===== src/rtl/gbcd_pkg.sv =====
`default_nettype none
// ----------------------------------------------------------------------------
// gbcd_pkg
// Shared types and constants of the grid boundary cell detector.
// ----------------------------------------------------------------------------
package gbcd_pkg;

    localparam int CFG_W   = 11;
    localparam int CLS_W   = 2;
    localparam int ROW_W   = 10;
    localparam int COL_W   = 10;
    localparam int NRES    = 4;

    // decision queue between front and back
    localparam int QDEPTH  = 4;
    localparam int QAW     = 2;
    localparam int QLW     = 3;

    // configuration register indexes
    localparam logic [1:0] CFG_MODE = 2'd0;
    localparam logic [1:0] CFG_ROWS = 2'd1;
    localparam logic [1:0] CFG_COLS = 2'd2;

    // cell classes
    localparam logic [CLS_W-1:0] CLS_ZERO = 2'd0;
    localparam int               CLS_NEG_BIT = 1;

    localparam logic MODE_OBSTACLE = 1'b0;

    typedef struct packed {
        logic             mode;
        logic [CFG_W-1:0] rows;
        logic [CFG_W-1:0] cols;
    } cfg_t;

    // decisions caused by one item, in raster order:
    // up-left, up (last column), left (last row), centre (final cell)
    typedef struct packed {
        logic [NRES-1:0]  mask;
        logic [NRES-1:0]  hits;
        logic [ROW_W-1:0] row;
        logic [COL_W-1:0] col;
    } bundle_t;

endpackage
`default_nettype wire


===== src/rtl/gbcd_queue.sv =====
`default_nettype none
// ----------------------------------------------------------------------------
// gbcd_queue
// Short queue of decision bundles between the front and the back.
// ----------------------------------------------------------------------------
module gbcd_queue (
    input  wire                     clk,
    input  wire                     rst_n,
    input  wire                     push,
    input  gbcd_pkg::bundle_t       push_data,
    input  wire                     pop,
    output logic                    q_valid,
    output gbcd_pkg::bundle_t       q_data,
    output logic [gbcd_pkg::QLW-1:0] level
);
    import gbcd_pkg::*;

    bundle_t         slot_reg [QDEPTH];
    logic [QAW-1:0]  wr_ptr_reg;
    logic [QAW-1:0]  rd_ptr_reg;
    logic [QLW-1:0]  level_reg, level_next;

    assign q_valid = level_reg != '0;
    assign q_data  = slot_reg[rd_ptr_reg];
    assign level   = level_reg;

    always_comb
    begin
        level_next = level_reg;
        if (push && !pop)
            level_next = level_reg + QLW'(1);
        else if (pop && !push)
            level_next = level_reg - QLW'(1);
    end

    always_ff @(posedge clk or negedge rst_n)
    begin
        if (!rst_n)
        begin
            wr_ptr_reg <= '0;
            rd_ptr_reg <= '0;
            level_reg  <= '0;
        end
        else
        begin
            level_reg <= level_next;
            if (push)
                wr_ptr_reg <= wr_ptr_reg + QAW'(1);
            if (pop)
                rd_ptr_reg <= rd_ptr_reg + QAW'(1);
        end
    end

    always_ff @(posedge clk)
    begin
        if (push)
            slot_reg[wr_ptr_reg] <= push_data;
    end

`ifndef NO_ASSERTIONS
    a_no_overflow : assert property (@(posedge clk) disable iff (!rst_n)
        push && !pop |-> level_reg < QLW'(QDEPTH))
        else $error("queue written while full");

    a_no_underflow : assert property (@(posedge clk) disable iff (!rst_n)
        pop |-> level_reg != '0)
        else $error("queue read while empty");

    a_push_seen : assert property (@(posedge clk) disable iff (!rst_n)
        push && level_reg == '0 |=> q_valid)
        else $error("pushed bundle not visible");
`endif

endmodule
`default_nettype wire


===== config.mk =====
export PLATFORM = sky130hd
export DESIGN_NAME = gbcd_queue
export DESIGN_NICKNAME = d
export VERILOG_FILES = /design/src/rtl/gbcd_pkg.sv /design/src/rtl/gbcd_queue.sv
export SDC_FILE = /design/constraint.sdc
export NUM_CORES = 1
export LEC_CHECK = 0
export BUFFER_PORTS_ARGS = -buffer_cell sky130_fd_sc_hd__buf_2
export CAP_MARGIN = 20
export CORE_ASPECT_RATIO = 1.75
export CORE_MARGIN = 2
export CORE_UTILIZATION = 60
export CTS_CLUSTER_DIAMETER = 50
export DETAILED_ROUTE_END_ITERATION = 10
export GPL_TIMING_DRIVEN = 1
export PLACE_DENSITY = 0.84
export SLEW_MARGIN = 20
export SYNTH_ARGS = -nofsm -noshare
export SYNTH_HDL_FRONTEND = slang
export SYNTH_SLANG_ARGS = --single-unit

===== constraint.sdc =====
create_clock -name clk -period 3.1 [get_ports clk]
set_clock_uncertainty 0.1 [all_clocks]
set_input_delay 0.62 -clock clk [delete_from_list [all_inputs] [get_ports clk]]
set_output_delay 0.62 -clock clk [all_outputs]
set_load 0.01 [all_outputs]

==> flow_metrics.env <==
export IMPL_outcome="completed"
export IMPL_max_slew_worst_pin_slew_ns=0.568
export IMPL_max_stage_delay_ns=0.62
export IMPL_portBuffers=63
export IMPL_setup_viol=0
export IMPL_overflow=0
export IMPL_internal_power_uw=3970
export IMPL_antenna_found_initial=1
export IMPL_slew_violations=0
export IMPL_coreArea_um2=7180
export IMPL_yosysWarnings=0
export IMPL_startpoint_type="register"
export IMPL_synth_area_leaders="edfxtp_1 (76%), mux4_2 (14%), dfrtp_1 (4.0%)"
export IMPL_synth_seq_area_share_pct=79.9
export IMPL_tns_ns=0
export IMPL_clkTransAtPathRegs_ns=0.05
export IMPL_dieArea_um2=8110
export IMPL_cts_tree="yes"
export IMPL_final_cell_mix="edfxtp_1 (112), buf_2 (63), mux4_2 (28)"
export IMPL_finalHoldViolations=0
export IMPL_fin_util_pct=75.9
export IMPL_synth_area_leader_cell="edfxtp_1"
export IMPL_drt_iter0_drc=118
export IMPL_drc=0
export IMPL_synth_cells=179
export IMPL_track_usage_pct=22.0
export IMPL_period_share_pct=87.0
export IMPL_root_buffer="clkbuf_16"
export IMPL_ir_drop_mv=0.743
export IMPL_place_congestion=0.773
export IMPL_largest_register_ffs=112
export IMPL_wl_per_cell_um=21.4
export IMPL_initial_core_util_pct=61.7
export IMPL_drtPass1Iterations=4
export IMPL_clock_path_buffers=2
export IMPL_clk_latency_ns=0.40
export IMPL_synth_top_area_share_pct=75.9
export IMPL_die_x_um=69.0
export IMPL_ys_ff_latch=119
export IMPL_post_drt_via_cell_ratio=5.74
export IMPL_switchingPower_uw=1480
export IMPL_cts_htree_levels=4
export IMPL_worstSetupPathType="reg2out"
export IMPL_dieHeight_um=118
export IMPL_synth_distinct_cells=17
export IMPL_cp_cell_sequence="buf_12 -> mux4_2 -> buf_2"
export IMPL_relSlewSlack_pct=62.1
export IMPL_p_leak_uw=0.00197
export IMPL_nNetsFinal=302
export IMPL_num_rows=41
export IMPL_rsz0062_at_grt="no"
export IMPL_drive_gt1_share_pct=46.0
export IMPL_p_per_area_nw_per_um2=999
export IMPL_cp_required_ns=2.38
export IMPL_design_portCount=64
export IMPL_period_minus_slack_ns=2.70
export IMPL_switching_share_pct=27.1
export IMPL_min_path_type="in2reg"
export IMPL_cap_violations=0
export IMPL_drt_total_wl_um=7760
export IMPL_crit_path_top_delay_cell="dfrtp_2"
export IMPL_critPathCaptureType="output port"
export IMPL_grt_pass1_vias=2285
export IMPL_vias=2085
export IMPL_synth_fp_nets=217
export IMPL_syn_area_um2=4430
export IMPL_final_common_cell="edfxtp_1"
export IMPL_cp_max_fo=18
export IMPL_cts_made_buffers=17
export IMPL_timing_fmax_mhz=371
export IMPL_grt_pass1_wl_um=12000
export IMPL_power_frac_clock_pct=32.2
export IMPL_arrival_ns=1.98
export IMPL_cts_sinks=119
export IMPL_grt_max_degree=25
export IMPL_syn_to_final_growth_pct=23.1
export IMPL_syn_avg_cell_area_um2=24.7
export IMPL_ant_nets=0
export IMPL_dpl_hpwl_um=5060
export IMPL_hold_slack_ns=0.329
export IMPL_pwr_share_seq_pct=41.7
export IMPL_comb_power_share_pct=26.1
==> critical path: cells and delay by family, from the launching register on <==
family / cells / cell delay, ns
DFF: 1 / 0.62
muxes: 1 / 0.54
buffers and inverters: 2 / 0.41
==> kinds of logic after synthesis <==
family                   count (synthesis)  synth area share [%]
flip-flops                             119                  79.9
multiplexers                            29                  14.5
buffers and inverters                   10                  1.50
AND/OR/NAND/NOR                          8                 0.960
XOR/XNOR                                 6                  1.19
adder cells (fa/ha/maj)                  6                  1.86
AO/OA/AOI/OAI                            1                 0.113
==> area by class of cell <==
cell class | instances | area, um2
inverters | 4 | 15.0
flip-flops and latches | 119 | 3540
fillers | 399 | 1730
well taps | 86 | 108
clock inverters | 14 | 116
repair buffers | 72 | 423
diodes | 1 | 2.50
multi-input cells | 50 | 825
clock buffers | 17 | 425
==> power by group through the flow <==
stage	logic [uW]	registers, uW	clock network [uW]
2_1_floorplan	963	2230	0
3_3_place_gp	1410	2270	0
3_5_place_dp	1440	2300	0
4_1_cts	1450	2280	1790
5_1_grt	1540	2300	1870
6_report	1420	2270	1760
==> cell usage after synthesis <==
cell type,instances
ha_1,5
o21ai_0,1
buf_2,2
xor2_1,4
and2_1,4
mux2_2,1
inv_1,4
xnor2_1,2
or3_1,1
buf_6,3
buf_4,1
dfrtp_1,7
mux4_2,28
nor2_1,1
fa_1,1
edfxtp_1,112
nand2_1,2
==> final timing paths <==
path,slack (ns),start,depth (start not counted),end
max,0.40,rd_ptr_reg[0],3,q_data[9]
min,0.33,push_data[19],1,slot_reg[1][19]
max reg2reg,1.32,wr_ptr_reg[0],4,slot_reg[2][3]
min reg2reg,0.42,level[2],1,level[2]
max in group asynchronous,2.24,rst_n,2,rd_ptr_reg[0]
min in group asynchronous,0.49,rst_n,2,level[0]
==> metal layers <==
metal	GRT usage (%)	routed length [um]	vias to the layer above
li1	-	-	916
met1	26.2	2850	1092
met2	35.2	4360	58
met3	7.17	321	19
met4	10.5	220	0
met5	0	0	-
==> through the flow <==
stage	total power, uW	worst slack (ns)	cells	instance area [um2]
global route	5700	0.276	362	5450
CTS	5520	0.344	362	5450
global placement	3680	0.777	330	4900
finish	5450	0.404	363	5450
floorplan	3190	1.27	179	4430
detailed placement	3740	0.781	330	4900
==> timing repair <==
item,in CTS,in global routing
setup buffers,0,0
resized for setup,0,0
hold buffers,1,0
endpoints found under the hold margin,7,0
Power figures use the tool's default switching activity.
