$ cat config.mk
export PLATFORM = sky130hd
export DESIGN_NAME = gbcd_back_flat
export DESIGN_NICKNAME = d
export VERILOG_FILES = /design/src/rtl/gbcd_pkg.sv /design/src/rtl/gbcd_if.sv /design/src/rtl/gbcd_back.sv /design/src/flat_wrapper.sv
export SDC_FILE = /design/constraint.sdc
export NUM_CORES = 1
export LEC_CHECK = 0
export BUFFER_PORTS_ARGS = -buffer_cell sky130_fd_sc_hd__clkbuf_2
export CAP_MARGIN = 20
export CORE_MARGIN = 2
export CORE_UTILIZATION = 45
export CTS_BUF_LIST = sky130_fd_sc_hd__clkbuf_16
export CTS_CLUSTER_SIZE = 16
export DETAILED_ROUTE_END_ITERATION = 12
export MAX_ROUTING_LAYER = met4
export PLACE_DENSITY = 0.71
export SYNTH_ARGS = -nofsm -noshare
export SYNTH_HDL_FRONTEND = slang
export SYNTH_SLANG_ARGS = --single-unit
$ cat constraint.sdc
create_clock -name clk -period 2.7 [get_ports clk]
set_input_delay 0.27 -clock clk [delete_from_list [all_inputs] [get_ports clk]]
set_output_delay 0.27 -clock clk [all_outputs]
set_load 0.01 [all_outputs]
$ cat src/rtl/gbcd_pkg.sv
`default_nettype none
// ----------------------------------------------------------------------------
// gbcd_pkg
// Shared types and constants of the grid boundary cell detector.
// ----------------------------------------------------------------------------
package gbcd_pkg;

    localparam int CFG_W   = 11;
    localparam int CLS_W   = 2;
    localparam int ROW_W   = 10;
    localparam int COL_W   = 10;
    localparam int NRES    = 4;

    // decision queue between front and back
    localparam int QDEPTH  = 4;
    localparam int QAW     = 2;
    localparam int QLW     = 3;

    // configuration register indexes
    localparam logic [1:0] CFG_MODE = 2'd0;
    localparam logic [1:0] CFG_ROWS = 2'd1;
    localparam logic [1:0] CFG_COLS = 2'd2;

    // cell classes
    localparam logic [CLS_W-1:0] CLS_ZERO = 2'd0;
    localparam int               CLS_NEG_BIT = 1;

    localparam logic MODE_OBSTACLE = 1'b0;

    typedef struct packed {
        logic             mode;
        logic [CFG_W-1:0] rows;
        logic [CFG_W-1:0] cols;
    } cfg_t;

    // decisions caused by one item, in raster order:
    // up-left, up (last column), left (last row), centre (final cell)
    typedef struct packed {
        logic [NRES-1:0]  mask;
        logic [NRES-1:0]  hits;
        logic [ROW_W-1:0] row;
        logic [COL_W-1:0] col;
    } bundle_t;

endpackage
`default_nettype wire

$ cat src/rtl/gbcd_if.sv
`default_nettype none


interface gbcd_out_if;
    import gbcd_pkg::*;
    logic             valid;
    logic             ready;
    logic             hit;
    logic [ROW_W-1:0] cell_row;
    logic [COL_W-1:0] cell_col;
    logic             run_last;
    logic             frame_end;

    modport source (output valid, output hit, output cell_row, output cell_col,
                    output run_last, output frame_end, input ready);
    modport sink   (input valid, input hit, input cell_row, input cell_col,
                    input run_last, input frame_end, output ready);
endinterface
`default_nettype wire

$ cat src/rtl/gbcd_back.sv
`default_nettype none
// ----------------------------------------------------------------------------
// gbcd_back
// Unpacks decision bundles into single results behind an output register.
// ----------------------------------------------------------------------------
module gbcd_back (
    input  wire               clk,
    input  wire               rst_n,
    input  wire               q_valid,
    input  gbcd_pkg::bundle_t q_data,
    output logic              pop,
    gbcd_out_if.source        decisions
);
    import gbcd_pkg::*;

    logic             cur_valid_reg;
    bundle_t          cur_reg;
    logic             out_valid_reg;
    logic             hit_reg;
    logic [ROW_W-1:0] row_reg;
    logic [COL_W-1:0] col_reg;
    logic             run_last_reg;
    logic             frame_end_reg;

    logic             can_emit, emit, emit_last;
    logic [NRES-1:0]  pick, rest;
    logic             sel_hit, sel_frame_end;
    logic [ROW_W-1:0] sel_row;
    logic [COL_W-1:0] sel_col;

    always_comb
    begin
        pick = '0;
        if (cur_reg.mask[0])
            pick[0] = 1'b1;
        else if (cur_reg.mask[1])
            pick[1] = 1'b1;
        else if (cur_reg.mask[2])
            pick[2] = 1'b1;
        else
            pick[3] = 1'b1;
        rest      = cur_reg.mask & ~pick;
        emit_last = rest == '0;
        sel_hit   = |(cur_reg.hits & pick);
        // first two results belong to the row above, odd ones to this column
        sel_row   = (pick[0] || pick[1]) ? cur_reg.row - ROW_W'(1) : cur_reg.row;
        sel_col   = (pick[0] || pick[2]) ? cur_reg.col - COL_W'(1) : cur_reg.col;
        sel_frame_end = pick[3];
    end

    assign can_emit = !out_valid_reg || decisions.ready;
    assign emit     = cur_valid_reg && can_emit;
    assign pop      = q_valid && (!cur_valid_reg || (emit && emit_last));

    always_ff @(posedge clk or negedge rst_n)
    begin
        if (!rst_n)
        begin
            cur_valid_reg <= 1'b0;
            out_valid_reg <= 1'b0;
        end
        else
        begin
            if (pop)
                cur_valid_reg <= 1'b1;
            else if (emit && emit_last)
                cur_valid_reg <= 1'b0;
            if (emit)
                out_valid_reg <= 1'b1;
            else if (decisions.ready)
                out_valid_reg <= 1'b0;
        end
    end

    always_ff @(posedge clk)
    begin
        if (pop)
            cur_reg <= q_data;
        else if (emit)
            cur_reg.mask <= rest;
        if (emit)
        begin
            hit_reg       <= sel_hit;
            row_reg       <= sel_row;
            col_reg       <= sel_col;
            run_last_reg  <= emit_last;
            frame_end_reg <= sel_frame_end;
        end
    end

    assign decisions.valid     = out_valid_reg;
    assign decisions.hit       = hit_reg;
    assign decisions.cell_row  = row_reg;
    assign decisions.cell_col  = col_reg;
    assign decisions.run_last  = run_last_reg;
    assign decisions.frame_end = frame_end_reg;

`ifndef NO_ASSERTIONS
    a_frame_end_last : assert property (@(posedge clk) disable iff (!rst_n)
        decisions.valid && decisions.frame_end |-> decisions.run_last)
        else $error("final cell result not last of its item");

    a_bundle_nonempty : assert property (@(posedge clk) disable iff (!rst_n)
        cur_valid_reg |-> cur_reg.mask != '0)
        else $error("held bundle has no results left");

    a_run_continues : assert property (@(posedge clk) disable iff (!rst_n)
        decisions.valid && decisions.ready && !decisions.run_last |=> decisions.valid)
        else $error("gap inside the results of one item");
`endif

endmodule
`default_nettype wire

$ cat src/flat_wrapper.sv
// flat-port wrapper written by rule: the top's interface ports become plain ports
module gbcd_back_flat import gbcd_pkg::*;
  (clk, rst_n, q_valid, q_data, pop, decisions_valid, decisions_hit, decisions_cell_row, decisions_cell_col, decisions_run_last, decisions_frame_end, decisions_ready);
  gbcd_out_if decisions_i ();
  input  wire clk;
  input  wire rst_n;
  input  wire q_valid;
  input  gbcd_pkg::bundle_t q_data;
  output logic pop;
  output wire logic [$bits(decisions_i.valid)-1:0] decisions_valid;
  output wire logic [$bits(decisions_i.hit)-1:0] decisions_hit;
  output wire logic [$bits(decisions_i.cell_row)-1:0] decisions_cell_row;
  output wire logic [$bits(decisions_i.cell_col)-1:0] decisions_cell_col;
  output wire logic [$bits(decisions_i.run_last)-1:0] decisions_run_last;
  output wire logic [$bits(decisions_i.frame_end)-1:0] decisions_frame_end;
  input wire logic [$bits(decisions_i.ready)-1:0] decisions_ready;
  assign decisions_valid = decisions_i.valid;
  assign decisions_hit = decisions_i.hit;
  assign decisions_cell_row = decisions_i.cell_row;
  assign decisions_cell_col = decisions_i.cell_col;
  assign decisions_run_last = decisions_i.run_last;
  assign decisions_frame_end = decisions_i.frame_end;
  assign decisions_i.ready = decisions_ready;
  gbcd_back u_core (.clk(clk), .rst_n(rst_n), .q_valid(q_valid), .q_data(q_data), .pop(pop), .decisions(decisions_i));
endmodule
==> metrics <==
Post-CTS Repair Setup Buffers 0; Root Buffer clkbuf_16; ANT cells 0; vias per inst 4.88; Synth Cell Area 2140 sq um; die area 5330 sq um; Worst-Skew Late Latency 0.28 ns; Max-Cap Viols 0; number of synthesized flops with an enable pin 51; htree depth 2; DRT Wirelength 3440 um; Arr. time, crit path 2.10 ns; post-cts resize count 0; Warnings, synthesis 0; Routed WL per cell 13.3 um; initial core utilization 0.460; Avg Cell Area, Syn 15.5 sq um; VDD IR max 624 uV; first-pass GRT wire length 5440 um; critical path class register to output port; share of layout cells above drive strength 1 0.353; core area 4660 sq um; power density over cell area 1070 nW/um^2; Total GRT Usage 0.148; Worst Setup End Kind output port; maximum clock rate 423 MHz; Worst Hold Class primary input to register; clock-pin transition on the worst setup and hold timing paths 0.06 ns; period utilisation layout 0.876; die width 73.0 um; Iter 0 DRT Violations 41; Leak 1.07 nW; clock skew 0.00483 ns; Seq cells post-synth 53; Worst Tran Pin Value 0.519 ns; register area share after synthesis 0.737; post-synthesis async set-or-reset flop share 0.0377; CTS sink cnt 53; Critical-path top delay cell edfxtp_1; post-DP HPWL 2630 um; Hold Vio Cnt, Final 0; routability cong. 0.807; worst hold margin 0.157 ns; number of global-route vias before repair 1197; Slew headroom 0.651; Final Max Tran Viols 0; # IOs 57; final setup fails 0; unrepaired setup endpoints after global routing false; total grt overflow 0; Synth Instances 138; Die Y 73.0 um; post-route cell area 2650 sq um; CTS tree built; maximum number of pins on one net before global-route repair 23; Placed Area 2500 sq um; Nets 237; max reg flops 28; antenna viol nets, final 0; num rows 25; min Tclk post-route 2.37 ns; I/O Buffers 56; via count 1258; Startpoint Class register; syn_nets 172; utilization after layout 0.569; CP required 2.43 ns; setup_tns 0 ns; hold buffer count at CTS 1; maximum fanout along the worst path 22; Clock Path Buffers 2; max incr delay on CP 0.51 ns; antenna violations before repair 0; First-pass DRT Iterations 4; area grow syn2layout 23.7%; prevailing post-synth register cell edfxtp_1; CTS Buf Count 5; Cell Chain, Critical Path nor2_1 > a21oi_1 > a21oi_4 > buf_4 > clkbuf_2; DRC viols 0; Yosys cell types 28; status finished, final reports clean
## final cells by class
cell class	instances	area, sq um
timing repair buffer	59	305
tap	54	67.6
sequential	53	1580
fill	391	2010
clock inverter	3	13.8
clock buffer	5	125
inverter	8	30.0
multi-input combinational	76	531
## path summary, 6_finish.rpt
check / cells past startpoint / endpoint / slack, ns / startpoint
max reg2reg: 5 / u_core.cur_reg[25] / 0.71 / u_core.cur_reg[24]
min in group asynchronous: 2 / u_core.cur_valid_reg / 0.31 / rst_n
max in group asynchronous: 2 / u_core.cur_valid_reg / 2.29 / rst_n
min reg2reg: 2 / u_core.decisions.valid / 0.53 / u_core.decisions.valid
min: 1 / u_core.cur_reg[1] / 0.16 / q_data[1]
max: 5 / pop / 0.33 / u_core.cur_reg[24]
## cell usage in the layout (no fill, tap or decap), drive strengths merged, types with 2 or more instances in the layout
| cell type | count |
|---|---|
| a21oi | 5 |
| buf | 2 |
| clkbuf | 61 |
| clkinv | 2 |
| dfrtp | 2 |
| edfxtp | 51 |
| ha | 2 |
| inv | 9 |
| mux2i | 4 |
| nand2 | 6 |
| nand2b | 2 |
| nor2 | 11 |
| nor2b | 3 |
| nor3 | 8 |
| nor4 | 4 |
| o21ai | 5 |
| or2 | 2 |
| xnor2 | 8 |
| xor2 | 10 |
## cells in the mapped netlist, types with 2 or more instances
library cell | count | share of area
mux2i_1 | 4 | 0.019
edfxtp_1 | 51 | 0.71
ha_1 | 2 | 0.012
dfrtp_1 | 2 | 0.023
xor2_1 | 10 | 0.041
nor2_1 | 11 | 0.019
o21ai_1 | 2 | 0.0047
nor2b_1 | 3 | 0.0088
inv_1 | 8 | 0.014
a21oi_1 | 4 | 0.0093
xnor2_1 | 8 | 0.033
nor3_1 | 8 | 0.019
nand2_1 | 6 | 0.011
o21ai_0 | 3 | 0.0070
nor4_1 | 2 | 0.0058
nand2b_1 | 2 | 0.0058
## worst max-delay path: cells and delay by family (launching register included)
| kind | cells | cell delay (ns) |
|---|---|---|
| DFF | 1 | 0.51 |
| buffers and inverters | 2 | 0.54 |
| and+or+nand+nor | 1 | 0.25 |
| AOI/OAI and AO/OA | 2 | 0.52 |
## kinds of logic after synthesis
group | Yosys count | synth area share
xor+xnor | 18 | 0.0735
simple gates | 40 | 0.105
buf+inv | 9 | 0.0163
compound gates | 11 | 0.0321
mux | 5 | 0.0239
flops | 53 | 0.737
fa+ha+maj | 2 | 0.0117
## where the power goes
| part | internal, mW | total [mW] | switching, mW |
|---|---|---|---|
| clock | 0.336 | 0.587 | 0.251 |
| sequential | 1.32 | 1.48 | 0.165 |
| combinational | 0.308 | 0.774 | 0.466 |
## per-layer routing
layer / GRT usage / wire (um) / up-vias
met5: - / 0 / -
met4: 0.0679 / 65 / 0
met3: 0.0497 / 206 / 7
met2: 0.241 / 1800 / 44
met1: 0.165 / 1370 / 579
li1: - / - / 628
## through the flow
stage / cells / power (mW) / setup slack [ns]
floorplan: 138 / 1.98 / 0.579
finish: 258 / 2.85 / 0.334
detailed placement: 249 / 2.29 / 0.620
global placement: 249 / 2.26 / 0.695
global route: 258 / 3.02 / 0.176
CTS: 258 / 2.89 / 0.308
No activity file was read; power rests on OpenSTA's default activity.
